==> src/sv/chained_hash_table_top_assert.svh <==
// ---------------------------------------------------------------------------
// Assertion macros for the chained hash table
// Both macros clock on i_clk and stay quiet while i_rst_n is low.
// ---------------------------------------------------------------------------
`ifndef CHAINED_HASH_TABLE_TOP_ASSERT_SVH
`define CHAINED_HASH_TABLE_TOP_ASSERT_SVH

// Same-cycle implication.
`define CHT_ASSERT_IMP(label, ante, cons, msg) \
    label: assert property (@(posedge i_clk) disable iff (!i_rst_n) (ante) |-> (cons)) \
        else $error(msg);

// Next-cycle implication.
`define CHT_ASSERT_NXT(label, ante, cons, msg) \
    label: assert property (@(posedge i_clk) disable iff (!i_rst_n) (ante) |=> (cons)) \
        else $error(msg);

`endif

==> src/sv/cht_pkg.sv <==
`timescale 1ns / 1ps
// ---------------------------------------------------------------------------
// cht_pkg
// Shared widths, codes and beat types of the chained hash table.
// ---------------------------------------------------------------------------
package cht_pkg;

    localparam int KEY_W    = 31;
    localparam int MODE_W   = 2;
    localparam int STATUS_W = 2;
    localparam int IDX_W    = 4;
    localparam int FILL_W   = 4;

    // Key bits folded into the remainder per step of the hash unit
    localparam int DIGIT_W  = 4;

    localparam int BUCKETS_DEF      = 13;
    localparam int BUCKET_DEPTH_DEF = 8;

    localparam logic [MODE_W-1:0] MODE_INSERT = 2'd0;
    localparam logic [MODE_W-1:0] MODE_SEARCH = 2'd1;
    localparam logic [MODE_W-1:0] MODE_REMOVE = 2'd2;

    localparam logic [STATUS_W-1:0] ST_DONE = 2'd0;
    localparam logic [STATUS_W-1:0] ST_DUP  = 2'd1;
    localparam logic [STATUS_W-1:0] ST_MISS = 2'd2;
    localparam logic [STATUS_W-1:0] ST_FULL = 2'd3;

    typedef struct packed {
        logic [MODE_W-1:0] mode;
        logic [KEY_W-1:0]  key;
    } t_req;

    typedef struct packed {
        logic [STATUS_W-1:0] status;
        logic [IDX_W-1:0]    bucket_index;
        logic [FILL_W-1:0]   bucket_fill;
    } t_rsp;

endpackage

==> src/sv/cht_ram.sv <==
`timescale 1ns / 1ps
// ---------------------------------------------------------------------------
// cht_ram
// Generic single-write, single-read RAM with registered read data.
// ---------------------------------------------------------------------------
module cht_ram #(
    parameter int WIDTH = 8,
    parameter int DEPTH = 16
) (
    input  logic                     i_clk,
    input  logic                     i_we,
    input  logic [$clog2(DEPTH)-1:0] i_waddr,
    input  logic [WIDTH-1:0]         i_wdata,
    input  logic [$clog2(DEPTH)-1:0] i_raddr,
    output logic [WIDTH-1:0]         o_rdata
);

    logic [WIDTH-1:0] r_mem [DEPTH];
    logic [WIDTH-1:0] r_rdata;

    always_ff @(posedge i_clk) begin
        if (i_we) begin
            r_mem[i_waddr] <= i_wdata;
        end
        r_rdata <= r_mem[i_raddr];
    end

    assign o_rdata = r_rdata;

endmodule

==> src/sv/cht_mod.sv <==
`timescale 1ns / 1ps
// ---------------------------------------------------------------------------
// cht_mod
// Iterative key modulo constant: folds DIGIT_W key bits per cycle.
// ---------------------------------------------------------------------------
module cht_mod #(
    parameter int DIVISOR = cht_pkg::BUCKETS_DEF
) (
    input  logic                       i_clk,
    input  logic                       i_rst_n,
    input  logic                       i_start,
    input  logic [cht_pkg::KEY_W-1:0]  i_key,
    output logic                       o_done,
    output logic [$clog2(DIVISOR)-1:0] o_rem
);

    localparam int RemW   = $clog2(DIVISOR);
    localparam int Digits = (cht_pkg::KEY_W + cht_pkg::DIGIT_W - 1) / cht_pkg::DIGIT_W;
    localparam int PadW   = Digits * cht_pkg::DIGIT_W;
    localparam int CntW   = $clog2(Digits + 1);

    logic            r_busy;
    logic            r_done;
    logic [CntW-1:0] r_cnt;
    logic [PadW-1:0] r_work;
    logic [RemW-1:0] r_rem;
    logic [RemW-1:0] n_rem;

    // One digit: shift in each bit, subtract the divisor once when reached
    always_comb begin
        logic [RemW:0] t;
        n_rem = r_rem;
        for (int i = 0; i < cht_pkg::DIGIT_W; i++) begin
            t = {n_rem, r_work[PadW-1-i]};
            if (t >= (RemW+1)'(DIVISOR)) begin
                t = t - (RemW+1)'(DIVISOR);
            end
            n_rem = t[RemW-1:0];
        end
    end

    always_ff @(posedge i_clk) begin
        if (!i_rst_n) begin
            r_busy <= 1'b0;
            r_done <= 1'b0;
        end else begin
            r_done <= 1'b0;
            if (i_start) begin
                r_busy <= 1'b1;
            end else if (r_busy && r_cnt == CntW'(Digits - 1)) begin
                r_busy <= 1'b0;
                r_done <= 1'b1;
            end
        end
    end

    always_ff @(posedge i_clk) begin
        if (i_start) begin
            r_work <= PadW'(i_key);
            r_rem  <= '0;
            r_cnt  <= '0;
        end else if (r_busy) begin
            r_work <= r_work << cht_pkg::DIGIT_W;
            r_rem  <= n_rem;
            r_cnt  <= r_cnt + CntW'(1);
        end
    end

    assign o_done = r_done;
    assign o_rem  = r_rem;

endmodule

==> src/sv/chained_hash_table_top.sv <==
`timescale 1ns / 1ps
// ---------------------------------------------------------------------------
// chained_hash_table_top
// Bounded chained hash table: insert, search and remove of 31-bit keys.
// ---------------------------------------------------------------------------
// Usage
//   Request channel: i_req_valid / o_req_ready carry one beat of t_req
//   (mode, key). Response channel: o_rsp_valid / i_rsp_ready carry one beat
//   of t_rsp (status, bucket_index, bucket_fill) for every request.
//   After a request is accepted, its key goes through the modulo unit
//   (eight 4-bit digits, then its done flag), then the bucket base step,
//   a scan of the BUCKET_DEPTH slots through the one key RAM read port
//   and a write-back step, where the response is loaded. o_req_ready is
//   high only when idle, so one request is in flight and the next is
//   taken only after write-back. After reset the valid-bit RAM is swept
//   to zero, one bucket row per cycle; o_req_ready stays low during the
//   sweep.
//   The response sits in an output register, so a new request is taken
//   while an old response is still waiting. If the receiver stalls, the
//   next request holds in write-back until the output register frees up.
// ---------------------------------------------------------------------------
module chained_hash_table_top #(
    parameter int BUCKETS      = cht_pkg::BUCKETS_DEF,
    parameter int BUCKET_DEPTH = cht_pkg::BUCKET_DEPTH_DEF
) (
    input  logic          i_clk,
    input  logic          i_rst_n,
    input  logic          i_req_valid,
    output logic          o_req_ready,
    input  cht_pkg::t_req i_req,
    output logic          o_rsp_valid,
    input  logic          i_rsp_ready,
    output cht_pkg::t_rsp o_rsp
);

    `include "chained_hash_table_top_assert.svh"

    localparam int BW    = $clog2(BUCKETS);
    localparam int SlotW = $clog2(BUCKET_DEPTH + 1);
    localparam int Total = BUCKETS * BUCKET_DEPTH;
    localparam int AddrW = $clog2(Total);

    localparam logic [2:0] S_CLEAR = 3'd0;
    localparam logic [2:0] S_IDLE  = 3'd1;
    localparam logic [2:0] S_HASH  = 3'd2;
    localparam logic [2:0] S_BASE  = 3'd3;
    localparam logic [2:0] S_SCAN  = 3'd4;
    localparam logic [2:0] S_WRITE = 3'd5;

    // Control state
    logic [2:0]    r_state, n_state;
    logic [BW-1:0] r_clr, n_clr;
    logic          r_rsp_valid, n_rsp_valid;

    // Request and scan payload
    logic [cht_pkg::MODE_W-1:0] r_mode;
    logic [cht_pkg::KEY_W-1:0]  r_key;
    logic [BW-1:0]              r_bucket;
    logic [AddrW-1:0]           r_base;
    logic [SlotW-1:0]           r_slot;
    logic [BUCKET_DEPTH-1:0]    r_row;
    logic [BUCKET_DEPTH-1:0]    r_shift;
    logic [SlotW-1:0]           r_fill;
    logic                       r_hit;
    logic [SlotW-1:0]           r_match;
    logic                       r_free_vld;
    logic [SlotW-1:0]           r_free;
    cht_pkg::t_rsp              r_rsp;

    // Hash unit
    logic          mod_done;
    logic [BW-1:0] mod_rem;

    // RAM ports
    logic                      key_we;
    logic [AddrW-1:0]          key_waddr;
    logic [AddrW-1:0]          key_raddr;
    logic [cht_pkg::KEY_W-1:0] key_rdata;
    logic                      row_we;
    logic [BW-1:0]             row_waddr;
    logic [BUCKET_DEPTH-1:0]   row_wdata;
    logic [BUCKET_DEPTH-1:0]   row_rdata;

    // Decision
    logic                         accept;
    logic                         load;
    logic [SlotW-1:0]             cmp_slot;
    logic [cht_pkg::STATUS_W-1:0] rsp_status;
    logic [SlotW-1:0]             fill_out;
    logic [BUCKET_DEPTH-1:0]      new_row;
    logic                         ins_ok;
    logic                         rem_ok;
    logic [cht_pkg::IDX_W+BW-1:0]     idx_ext;
    logic [cht_pkg::FILL_W+SlotW-1:0] fill_ext;
    logic [AddrW+SlotW-1:0]           rd_sum;
    logic [AddrW+SlotW-1:0]           wr_sum;
    cht_pkg::t_rsp                    rsp_next;

    assign accept      = i_req_valid && o_req_ready;
    assign o_req_ready = (r_state == S_IDLE);
    assign load        = (r_state == S_WRITE) && (!r_rsp_valid || i_rsp_ready);
    assign cmp_slot    = r_slot - SlotW'(1);

    cht_mod #(
        .DIVISOR (BUCKETS)
    ) u_mod (
        .i_clk   (i_clk),
        .i_rst_n (i_rst_n),
        .i_start (accept),
        .i_key   (i_req.key),
        .o_done  (mod_done),
        .o_rem   (mod_rem)
    );

    // Key store: one entry per slot, never cleared
    cht_ram #(
        .WIDTH (cht_pkg::KEY_W),
        .DEPTH (Total)
    ) u_key_ram (
        .i_clk   (i_clk),
        .i_we    (key_we),
        .i_waddr (key_waddr),
        .i_wdata (r_key),
        .i_raddr (key_raddr),
        .o_rdata (key_rdata)
    );

    // Valid bits: one row per bucket, swept to zero after reset
    cht_ram #(
        .WIDTH (BUCKET_DEPTH),
        .DEPTH (BUCKETS)
    ) u_row_ram (
        .i_clk   (i_clk),
        .i_we    (row_we),
        .i_waddr (row_waddr),
        .i_wdata (row_wdata),
        .i_raddr (r_bucket),
        .o_rdata (row_rdata)
    );

    // Advance the key read address one slot per scan cycle
    assign rd_sum    = (AddrW+SlotW)'(r_base) + (AddrW+SlotW)'(r_slot);
    assign key_raddr = rd_sum[AddrW-1:0];

    // Insert goes to the lowest free slot
    assign wr_sum    = (AddrW+SlotW)'(r_base) + (AddrW+SlotW)'(r_free);
    assign key_waddr = wr_sum[AddrW-1:0];

    assign ins_ok = (r_mode == cht_pkg::MODE_INSERT) && !r_hit && r_free_vld;
    assign rem_ok = (r_mode == cht_pkg::MODE_REMOVE) && r_hit;

    always_comb begin
        new_row  = r_row;
        fill_out = r_fill;
        if (ins_ok) begin
            new_row  = r_row | (BUCKET_DEPTH'(1) << r_free);
            fill_out = r_fill + SlotW'(1);
        end else if (rem_ok) begin
            new_row  = r_row & ~(BUCKET_DEPTH'(1) << r_match);
            fill_out = r_fill - SlotW'(1);
        end
    end

    always_comb begin
        case (r_mode)
            cht_pkg::MODE_INSERT: begin
                if (r_hit) begin
                    rsp_status = cht_pkg::ST_DUP;
                end else if (!r_free_vld) begin
                    rsp_status = cht_pkg::ST_FULL;
                end else begin
                    rsp_status = cht_pkg::ST_DONE;
                end
            end
            // Search, remove and the unused mode code: the unused code behaves as a search
            default: begin
                rsp_status = r_hit ? cht_pkg::ST_DONE : cht_pkg::ST_MISS;
            end
        endcase
    end

    assign idx_ext  = (cht_pkg::IDX_W+BW)'(r_bucket);
    assign fill_ext = (cht_pkg::FILL_W+SlotW)'(fill_out);

    always_comb begin
        rsp_next.status       = rsp_status;
        rsp_next.bucket_index = idx_ext[cht_pkg::IDX_W-1:0];
        rsp_next.bucket_fill  = fill_ext[cht_pkg::FILL_W-1:0];
    end

    assign key_we    = load && ins_ok;
    assign row_we    = (r_state == S_CLEAR) || (load && (ins_ok || rem_ok));
    assign row_waddr = (r_state == S_CLEAR) ? r_clr : r_bucket;
    assign row_wdata = (r_state == S_CLEAR) ? '0 : new_row;

    // Sequencer
    always_comb begin
        n_state     = r_state;
        n_clr       = r_clr;
        n_rsp_valid = r_rsp_valid;
        if (r_rsp_valid && i_rsp_ready) begin
            n_rsp_valid = 1'b0;
        end
        if (load) begin
            n_rsp_valid = 1'b1;
        end
        case (r_state)
            S_CLEAR: begin
                n_clr = r_clr + BW'(1);
                if (r_clr == BW'(BUCKETS - 1)) begin
                    n_state = S_IDLE;
                end
            end
            S_IDLE: begin
                if (accept) begin
                    n_state = S_HASH;
                end
            end
            S_HASH: begin
                if (mod_done) begin
                    n_state = S_BASE;
                end
            end
            S_BASE: begin
                n_state = S_SCAN;
            end
            S_SCAN: begin
                if (r_slot == SlotW'(BUCKET_DEPTH)) begin
                    n_state = S_WRITE;
                end
            end
            S_WRITE: begin
                if (load) begin
                    n_state = S_IDLE;
                end
            end
            default: begin
                n_state = S_IDLE;
            end
        endcase
    end

    always_ff @(posedge i_clk) begin
        if (!i_rst_n) begin
            r_state     <= S_CLEAR;
            r_clr       <= '0;
            r_rsp_valid <= 1'b0;
        end else begin
            r_state     <= n_state;
            r_clr       <= n_clr;
            r_rsp_valid <= n_rsp_valid;
        end
    end

    // Payload path: no reset, every field is set before it is used
    always_ff @(posedge i_clk) begin
        if (accept) begin
            r_mode <= i_req.mode;
            r_key  <= i_req.key;
        end
        if (r_state == S_HASH && mod_done) begin
            r_bucket <= mod_rem;
        end
        if (r_state == S_BASE) begin
            r_base     <= AddrW'(r_bucket * BUCKET_DEPTH);
            r_slot     <= '0;
            r_fill     <= '0;
            r_hit      <= 1'b0;
            r_free_vld <= 1'b0;
        end
        if (r_state == S_SCAN) begin
            if (r_slot == '0) begin
                // Capture the bucket's valid row
                r_row   <= row_rdata;
                r_shift <= row_rdata;
            end else begin
                // Check the slot whose key arrives this cycle
                if (r_shift[0]) begin
                    r_fill <= r_fill + SlotW'(1);
                    if (!r_hit && key_rdata == r_key) begin
                        r_hit   <= 1'b1;
                        r_match <= cmp_slot;
                    end
                end else if (!r_free_vld) begin
                    r_free_vld <= 1'b1;
                    r_free     <= cmp_slot;
                end
                r_shift <= r_shift >> 1;
            end
            if (r_slot != SlotW'(BUCKET_DEPTH)) begin
                r_slot <= r_slot + SlotW'(1);
            end
        end
        if (load) begin
            r_rsp <= rsp_next;
        end
    end

    assign o_rsp_valid = r_rsp_valid;
    assign o_rsp       = r_rsp;

    // Checks
    `CHT_ASSERT_NXT(a_busy_after_accept, accept, !o_req_ready, "ready after accept")
    `CHT_ASSERT_IMP(a_scan_complete, r_state == S_WRITE, r_slot == SlotW'(BUCKET_DEPTH), "write-back before scan end")
    `CHT_ASSERT_IMP(a_fill_bound, r_state == S_WRITE, r_fill <= SlotW'(BUCKET_DEPTH), "fill above depth")
    `CHT_ASSERT_IMP(a_key_write_insert, key_we, r_mode == cht_pkg::MODE_INSERT && !r_hit, "key write without insert")

endmodule

==> config.mk <==
export PLATFORM = sky130hd
export DESIGN_NAME = chained_hash_table_top
export DESIGN_NICKNAME = d
export VERILOG_FILES = /design/src/sv/cht_pkg.sv /design/src/sv/cht_ram.sv /design/src/sv/cht_mod.sv /design/src/sv/chained_hash_table_top.sv
export VERILOG_INCLUDE_DIRS = /design/src /design/src/sv
export SDC_FILE = /design/constraint.sdc
export NUM_CORES = 2
export LEC_CHECK = 0
export BUFFER_PORTS_ARGS = -buffer_cell sky130_fd_sc_hd__buf_2
export CAP_MARGIN = 20
export CORE_UTILIZATION = 30
export DETAILED_ROUTE_END_ITERATION = 6
export GPL_ROUTABILITY_DRIVEN = 1
export GPL_TIMING_DRIVEN = 0
export HOLD_SLACK_MARGIN = 0.1
export SYNTH_ARGS = -nofsm -noshare
export SYNTH_HDL_FRONTEND = slang
export SYNTH_SLANG_ARGS = --single-unit
==> constraint.sdc <==
create_clock -name i_clk -period 3.4 [get_ports i_clk]
set_input_delay 0.68 -clock i_clk [delete_from_list [all_inputs] [get_ports i_clk]]
set_output_delay 0.68 -clock i_clk [all_outputs]
set_load 0.02 [all_outputs]
=== Word-level counts from Yosys, hierarchy flattened ===
Memories as Yosys holds them, arrays and structs flattened. A register that Yosys moved wholly into a read port is not among the register bits.
Cells that the tools add are included.

* Flip-flop bits (word level): 135
* Memory bits (writable): 3328
* Output and inout port bits: 12
* Word-level logic and storage cells: 144
* Memories: 2

* Add/sub/neg operators: 12
* Magnitude comparators: 4
* Eq/ne operators: 16
* Shifts and indexed selects: 2
* Multiplexer cells: 49
* Bitwise gates (word level): 7
* Reductions and logical operators: 27

{| class="wikitable"
|+ Memories
! name !! words !! width !! rd ports !! clocked after memory_dff !! write ports !! line !! source
|-
| u_key_ram.r_mem || 104 || 31 || 1 || 1 || 1 || cht_ram.sv:18 || <nowiki>logic [WIDTH-1:0] r_mem [DEPTH];</nowiki>
|-
| u_row_ram.r_mem || 13 || 8 || 1 || 1 || 1 || cht_ram.sv:18 ||
|}

{| class="wikitable"
|+ Operators by type and width
! kind !! count
|-
| 2-to-1 mux 31 bit || 2
|-
| 2-to-1 mux 4 bit || 14
|-
| == test 31 bit || 1
|-
| 2-to-1 mux 8 bit || 3
|-
| >= comparator 5 x 4 -> 1 bit (second input constant) || 4
|-
| 2-to-1 mux 1 bit || 19
|-
| case mux 3 bit (6 select lines) || 1
|-
| adder 4 x 1 -> 4 bit (second input constant) || 4
|-
| left shift 1 x 4 -> 8 bit (first input constant) || 2
|-
| subtractor 4 bit (second input constant) || 4
|-
| 2-to-1 mux 3 bit || 5
|-
| adder 7 x 4 -> 7 bit || 2
|-
| logical AND 1 bit || 11
|-
| AND 8 bit || 1
|-
| == test 4 bit (second input constant) || 2
|-
| 2-to-1 mux 2 bit || 4
|-
| inverter 8 bit || 1
|-
| bitwise OR 8 bit || 1
|-
| AND reduction 4 bit || 2
|-
| subtractor 4 x 1 -> 4 bit (second input constant) || 2
|-
| 2-to-1 mux 7 bit || 1
|-
| == test 3 x 2 -> 1 bit (second input constant) || 2
|-
| == test 3 bit (second input constant) || 2
|-
| != test 2 x 1 -> 1 bit (second input constant) || 3
|-
| other kinds (15) || 24
|}

=== Longest topological paths before layout ===
* Depth after elaboration: 8
* Mapped depth: 14
* Depth with buffers taken out: 11

=== Hierarchy ===
A second synthesis with hierarchy kept.

* Cells, all modules: 6273
* Area total of the unflattened synthesis: 134791.8 um2

{| class="wikitable"
|+ By module, submodules not included
! module !! instances !! cells each !! area each (um2) !! seq. area each (um2)
|-
| cht_ram (u_key_ram) || 1 || 5565 || 123946.4 || 97433.4
|-
| cht_ram (u_row_ram) || 1 || 192 || 4226.6 || 3283.1
|-
| chained_hash_table_top || 1 || 306 || 4134.0 || 2612.5
|-
| cht_mod || 1 || 210 || 2484.9 || 1151.1
|}

=== Worst setup path before layout ===
Ideal clock, no wire load.

* Path kind: reg-to-reg
* Start point: register r_state[0]
* End point: memory u_key_ram.r_mem[29][0] in the netlist's numbering (enable)
* Library setup time: 419 ps
* Arrival time: 2980 ps
* Slack: 1 ps
* Stages on the path, launching flop included: 8
* Path buffers: 2
* Clock period less this slack: 3399 ps
* Path through: dfxtp_1 -> clkbuf_1 -> nor2b_1 -> nand3b_1 -> nor3_1 -> nand3_1 -> clkbuf_1 -> nor2_1

* Word-level cells in the longest chain between the ends: 5

{| class="wikitable"
|+ Ends and longest elaborated chain
! what !! line !! source
|-
| start: declaration || chained_hash_table_top.sv:51 || <nowiki>logic [2:0] r_state, n_state;</nowiki>
|-
| start signal: assignment || chained_hash_table_top.sv:249 || <nowiki>r_state <= n_state;</nowiki>
|-
| == test 3 bit || chained_hash_table_top.sv:101 || <nowiki>assign load = (r_state == S_WRITE) && (!r_rsp_valid || i_rsp_ready);</nowiki>
|-
| logical AND 1 bit || chained_hash_table_top.sv:101 ||
|-
| logical AND 1 bit || chained_hash_table_top.sv:191 || <nowiki>assign key_we = load && ins_ok;</nowiki>
|-
| 2-to-1 mux 1 bit || cht_ram.sv:22 || <nowiki>if (i_we) begin</nowiki>
|-
| 2-to-1 mux 1 bit (implied by the code) || cht_ram.sv:23 || <nowiki>r_mem[i_waddr] <= i_wdata;</nowiki>
|-
| end: declaration || cht_ram.sv:18 ||
|}

No other way between the ends.

=== Worst setup path after layout ===
* Start point: register r_base[5]
* End point: memory u_key_ram.r_mem[81][12] in the netlist's numbering (enable)

* Word-level cells in the longest chain between the ends: 1

{| class="wikitable"
|+ Ends and longest elaborated chain
! what !! line !! source
|-
| start: declaration || chained_hash_table_top.sv:59 || <nowiki>logic [AddrW-1:0] r_base;</nowiki>
|-
| start signal: assignment || chained_hash_table_top.sv:265 || <nowiki>r_base <= AddrW'(r_bucket * BUCKET_DEPTH);</nowiki>
|-
| adder 7 x 4 -> 7 bit || chained_hash_table_top.sv:146 || <nowiki>assign wr_sum = (AddrW+SlotW)'(r_base) + (AddrW+SlotW)'(r_free);</nowiki>
|}

No other way between the ends.

==> flow_metrics.env <==
export IMPL_nets=6576
export IMPL_postSynth_asyncResetShare=0
export IMPL_initial_antenna_violation_count=18
export IMPL_drt_first_pass_iters=6
export IMPL_cp_data_arrival_time_ps=4100
export IMPL_outcome="finished with violations"
export IMPL_hold_slack_ps=151.7
export IMPL_top_level_ports=49
export IMPL_layout_area_overhead_vs_synth_pct=22.43
export IMPL_path_clk_slew_ps=60
export IMPL_finClkSkew_ps=65.57
export IMPL_wl_mm=402.3
export IMPL_worstSkewPairLatency_ps=950
export IMPL_detail_route_vias_per_cell=5.331
export IMPL_mappedNetlistNets=5697
export IMPL_dr_first_iter_drc_count=9822
export IMPL_tritoncts="yes"
export IMPL_wl_per_cell_um=31.55
export IMPL_worstHoldPathType="in2reg"
export IMPL_critPathRequiredTime_ps=4040
export IMPL_dp_cells=11910
export IMPL_fin_worst_setup_slack_ps=-62.86
export IMPL_dieHeight_um=670.5
export IMPL_fillerInstances=39500
export IMPL_worst_slew_margin_rel=0.3204
export IMPL_synthesis_instances=5647
export IMPL_synth_area_um2=134100
export IMPL_die_width_um=670.5
export IMPL_timing_final_hold_violations=0
export IMPL_clkSinkCount=3502
export IMPL_worstSetupEndpointType="flop"
export IMPL_gpl_final_weighted_congestion=0.8971
export IMPL_synth_enable_flop_cells=3434
export IMPL_gr_total_overflow=0
export IMPL_rsz0062_at_grt="yes"
export IMPL_final_cells=12750
export IMPL_maxClockFrequency_mhz=288.8
export IMPL_post_layout_total_power_w=0.1172
export IMPL_cts_root_to_sink_buffers=4
export IMPL_critical_path_max_fanout=16
export IMPL_clk_root_buffer_cell="sky130_fd_sc_hd__clkbuf_16"
export IMPL_first_pass_grt_wire_length_mm=545.9
export IMPL_timing_final_crit_period_ps=3463
export IMPL_cts_buffers_inserted=353
export IMPL_worst_slew_pin_slew_ps=1017
export IMPL_synthDistinctLibCells=63
export IMPL_ys_seq_elements=3502
export IMPL_route_detailed_drc=0
export IMPL_power_per_cell_area_nw_per_um2=713.7
export IMPL_antenna_nets_post_route=0
export IMPL_synth_area_per_cell_um2=23.74
export IMPL_drive_gt1_frac=0.3643
export IMPL_count_of_buffers_from_port_buffering=48
export IMPL_top_library_cells_by_usage_in_the_layout_fill_and_taps_aside="sky130_fd_sc_hd__edfxtp_1 (3434), sky130_fd_sc_hd__mux4_2 (1051), sky130_fd_sc_hd__clkbuf_16 (353), sky130_fd_sc_hd__buf_12 (177), sky130_fd_sc_hd__nand2_1 (155)"
export IMPL_critical_path_class="reg2reg"
export IMPL_total_leakage_power_nw=50.60
export IMPL_maxSlewViolCount=0
export IMPL_summed_negative_setup_slack_over_all_endpoints_ps=-4052
export IMPL_seq_area_frac_synth=0.7793
export IMPL_vias=67970
export IMPL_core_area_um2=445100
export IMPL_fp_row_count=245
export IMPL_startpoint_type="flop"
export IMPL_grt_use_total=0.1738
export IMPL_grt_max_degree=43
export IMPL_start_util=0.3012
export IMPL_cts_htree_levels=5
export IMPL_layout_commonest_cell="sky130_fd_sc_hd__edfxtp_1"
export IMPL_die_area_um2=449600
export IMPL_max_cap_violations=0
export IMPL_peakVddDrop_mv=0.5674
export IMPL_failing_checks="setup timing"
export IMPL_final_cycle_utilization_of_the_critical_path=1.018
export IMPL_yosys_warnings=0
export IMPL_detailed_place_hpwl_mm=271.3
export IMPL_yosys_most_used_dff="sky130_fd_sc_hd__edfxtp_1"
export IMPL_setup_viol=148
export IMPL_first_global_vias=67280
==> worst max-delay path, stage by stage (launching register included) <==
cell and delay, ps:
sky130_fd_sc_hd__edfxtp_1 460, sky130_fd_sc_hd__clkbuf_1 410, sky130_fd_sc_hd__nand3_1 220, sky130_fd_sc_hd__xor2_1 210, sky130_fd_sc_hd__nor2_1 280, sky130_fd_sc_hd__nand2_1 600, sky130_fd_sc_hd__nor2_4 690, sky130_fd_sc_hd__buf_12 260
==> layer usage <==
layer	wire, µm	GRT usage	part of all wire
met1	150600	0.2294	0.37
met2	186800	0.2740	0.46
met3	45830	0.04458	0.11
met4	19040	0.07096	0.047
met5	43	0	0.00011
==> where the power goes <==
part           internal (W)  switching, W  total [W]
clock                0.0213        0.0168     0.0382
sequential           0.0487      0.000499     0.0492
combinational        0.0129        0.0168     0.0297
==> layout make-up <==
| cell class | count | area [µm²] | share of cell area |
|---|---|---|---|
| clock buffers | 426 | 9117 | 0.05555 |
| well taps | 5928 | 7417 | 0.04519 |
| inverters | 19 | 71.32 | 0.0004345 |
| plain buffers | 283 | 1971 | 0.01201 |
| repair buffers | 530 | 9435 | 0.05748 |
| flip-flops and latches | 3502 | 104500 | 0.6366 |
| diodes | 18 | 45.04 | 0.0002744 |
| multi-input cells | 1837 | 29480 | 0.1796 |
| clock inverters | 208 | 2108 | 0.01284 |
==> synth_stat cells (5+ instances only) <==
cell	instances	share of area
sky130_fd_sc_hd__nand2_1	163	0.0046
sky130_fd_sc_hd__and2_1	8	0.00037
sky130_fd_sc_hd__buf_6	5	0.00042
sky130_fd_sc_hd__nand2b_1	7	0.00033
sky130_fd_sc_hd__buf_4	6	0.00034
sky130_fd_sc_hd__clkbuf_1	161	0.0045
sky130_fd_sc_hd__a21o_1	6	0.00034
sky130_fd_sc_hd__nor4_1	12	0.00056
sky130_fd_sc_hd__buf_2	92	0.0034
sky130_fd_sc_hd__mux2i_1	41	0.0031
sky130_fd_sc_hd__xnor2_1	12	0.00078
sky130_fd_sc_hd__nor2_1	174	0.0049
sky130_fd_sc_hd__and3_1	5	0.00023
sky130_fd_sc_hd__nand3_1	23	0.00086
sky130_fd_sc_hd__nor3b_1	7	0.00039
sky130_fd_sc_hd__a211oi_1	6	0.00034
sky130_fd_sc_hd__ha_1	13	0.0012
sky130_fd_sc_hd__o21ai_0	31	0.0012
sky130_fd_sc_hd__nor3_1	30	0.0011
sky130_fd_sc_hd__a31oi_1	10	0.00047
sky130_fd_sc_hd__mux4_2	1051	0.18
sky130_fd_sc_hd__xor2_1	41	0.0027
sky130_fd_sc_hd__mux2_2	37	0.0031
sky130_fd_sc_hd__nand4_1	5	0.00023
sky130_fd_sc_hd__buf_1	25	0.00070
sky130_fd_sc_hd__nor2b_1	16	0.00075
sky130_fd_sc_hd__a21oi_1	53	0.0020
sky130_fd_sc_hd__o21ai_1	34	0.0013
sky130_fd_sc_hd__edfxtp_1	3434	0.77
sky130_fd_sc_hd__inv_1	18	0.00050
sky130_fd_sc_hd__dfxtp_1	68	0.010
==> stage by stage <==
step | setup slack [ps] | utilization | cell area [µm²]
3_5_place_dp | -2068 | 0.3353 | 149200
3_3_place_gp | -3983 | 0.3184 | 141700
6_report | -62.86 | 0.3688 | 164100
2_1_floorplan | 1.138 | - | 134100
5_1_grt | -81.82 | 0.3687 | 164100
4_1_cts | -213.9 | 0.3660 | 162900
==> flip-flops by register name, indices dropped and copies added, names as in the netlist, 3 cells and up <==
signal,cells
u_row_ram.r_mem,104
r_row,8
u_key_ram.r_mem,3224
u_mod.o_rem,4
r_shift,8
u_row_ram.o_rdata,8
o_rsp,10
r_base,4
u_mod.r_cnt,4
r_bucket,4
r_slot,4
r_clr,4
u_key_ram.o_rdata,31
r_fill,4
r_key,31
r_match,4
r_state,3
r_free,4
u_mod.r_work,32
==> kinds of logic (layout without fill, tap and decap cells) <==
kind of cell,after synthesis,after routing,synth area share
mux,1131,1131,0.1830
fa+ha+maj,14,14,0.001288
flops,3502,3502,0.7793
xor+xnor,53,53,0.003462
other cells,0,18,0
simple gates,463,463,0.01501
buf+inv,308,1466,0.009930
compound gates,176,176,0.008017
==> path summary, 6_finish.rpt <==
check | depth (start not counted) | slack (ps) | startpoint | to
setup / recovery | 7 | -60 | r_base[5]$_DFFE_PP_ | u_key_ram.r_mem[81][12]$_DFFE_PP_
setup reg to reg | 7 | -60 | r_base[5]$_DFFE_PP_ | u_key_ram.r_mem[81][12]$_DFFE_PP_
hold reg to reg | 0 | 440 | u_row_ram.o_rdata[5]$_DFF_P_ | r_row[5]$_DFFE_PP_
hold / removal | 2 | 150 | i_req_valid | u_mod.r_work[1]$_SDFFCE_PN0P_
==> repair_timing <==
action / in CTS / in global routing
hold buffers: 34 / 0
setup buffers: 82 / 75
gates resized for setup: 390 / 79
endpoints found under the setup margin: 3225 / 1687
endpoints found under the hold margin: 74 / 0
pin swaps: 49 / 48
Power figures use the tool's default switching activity.
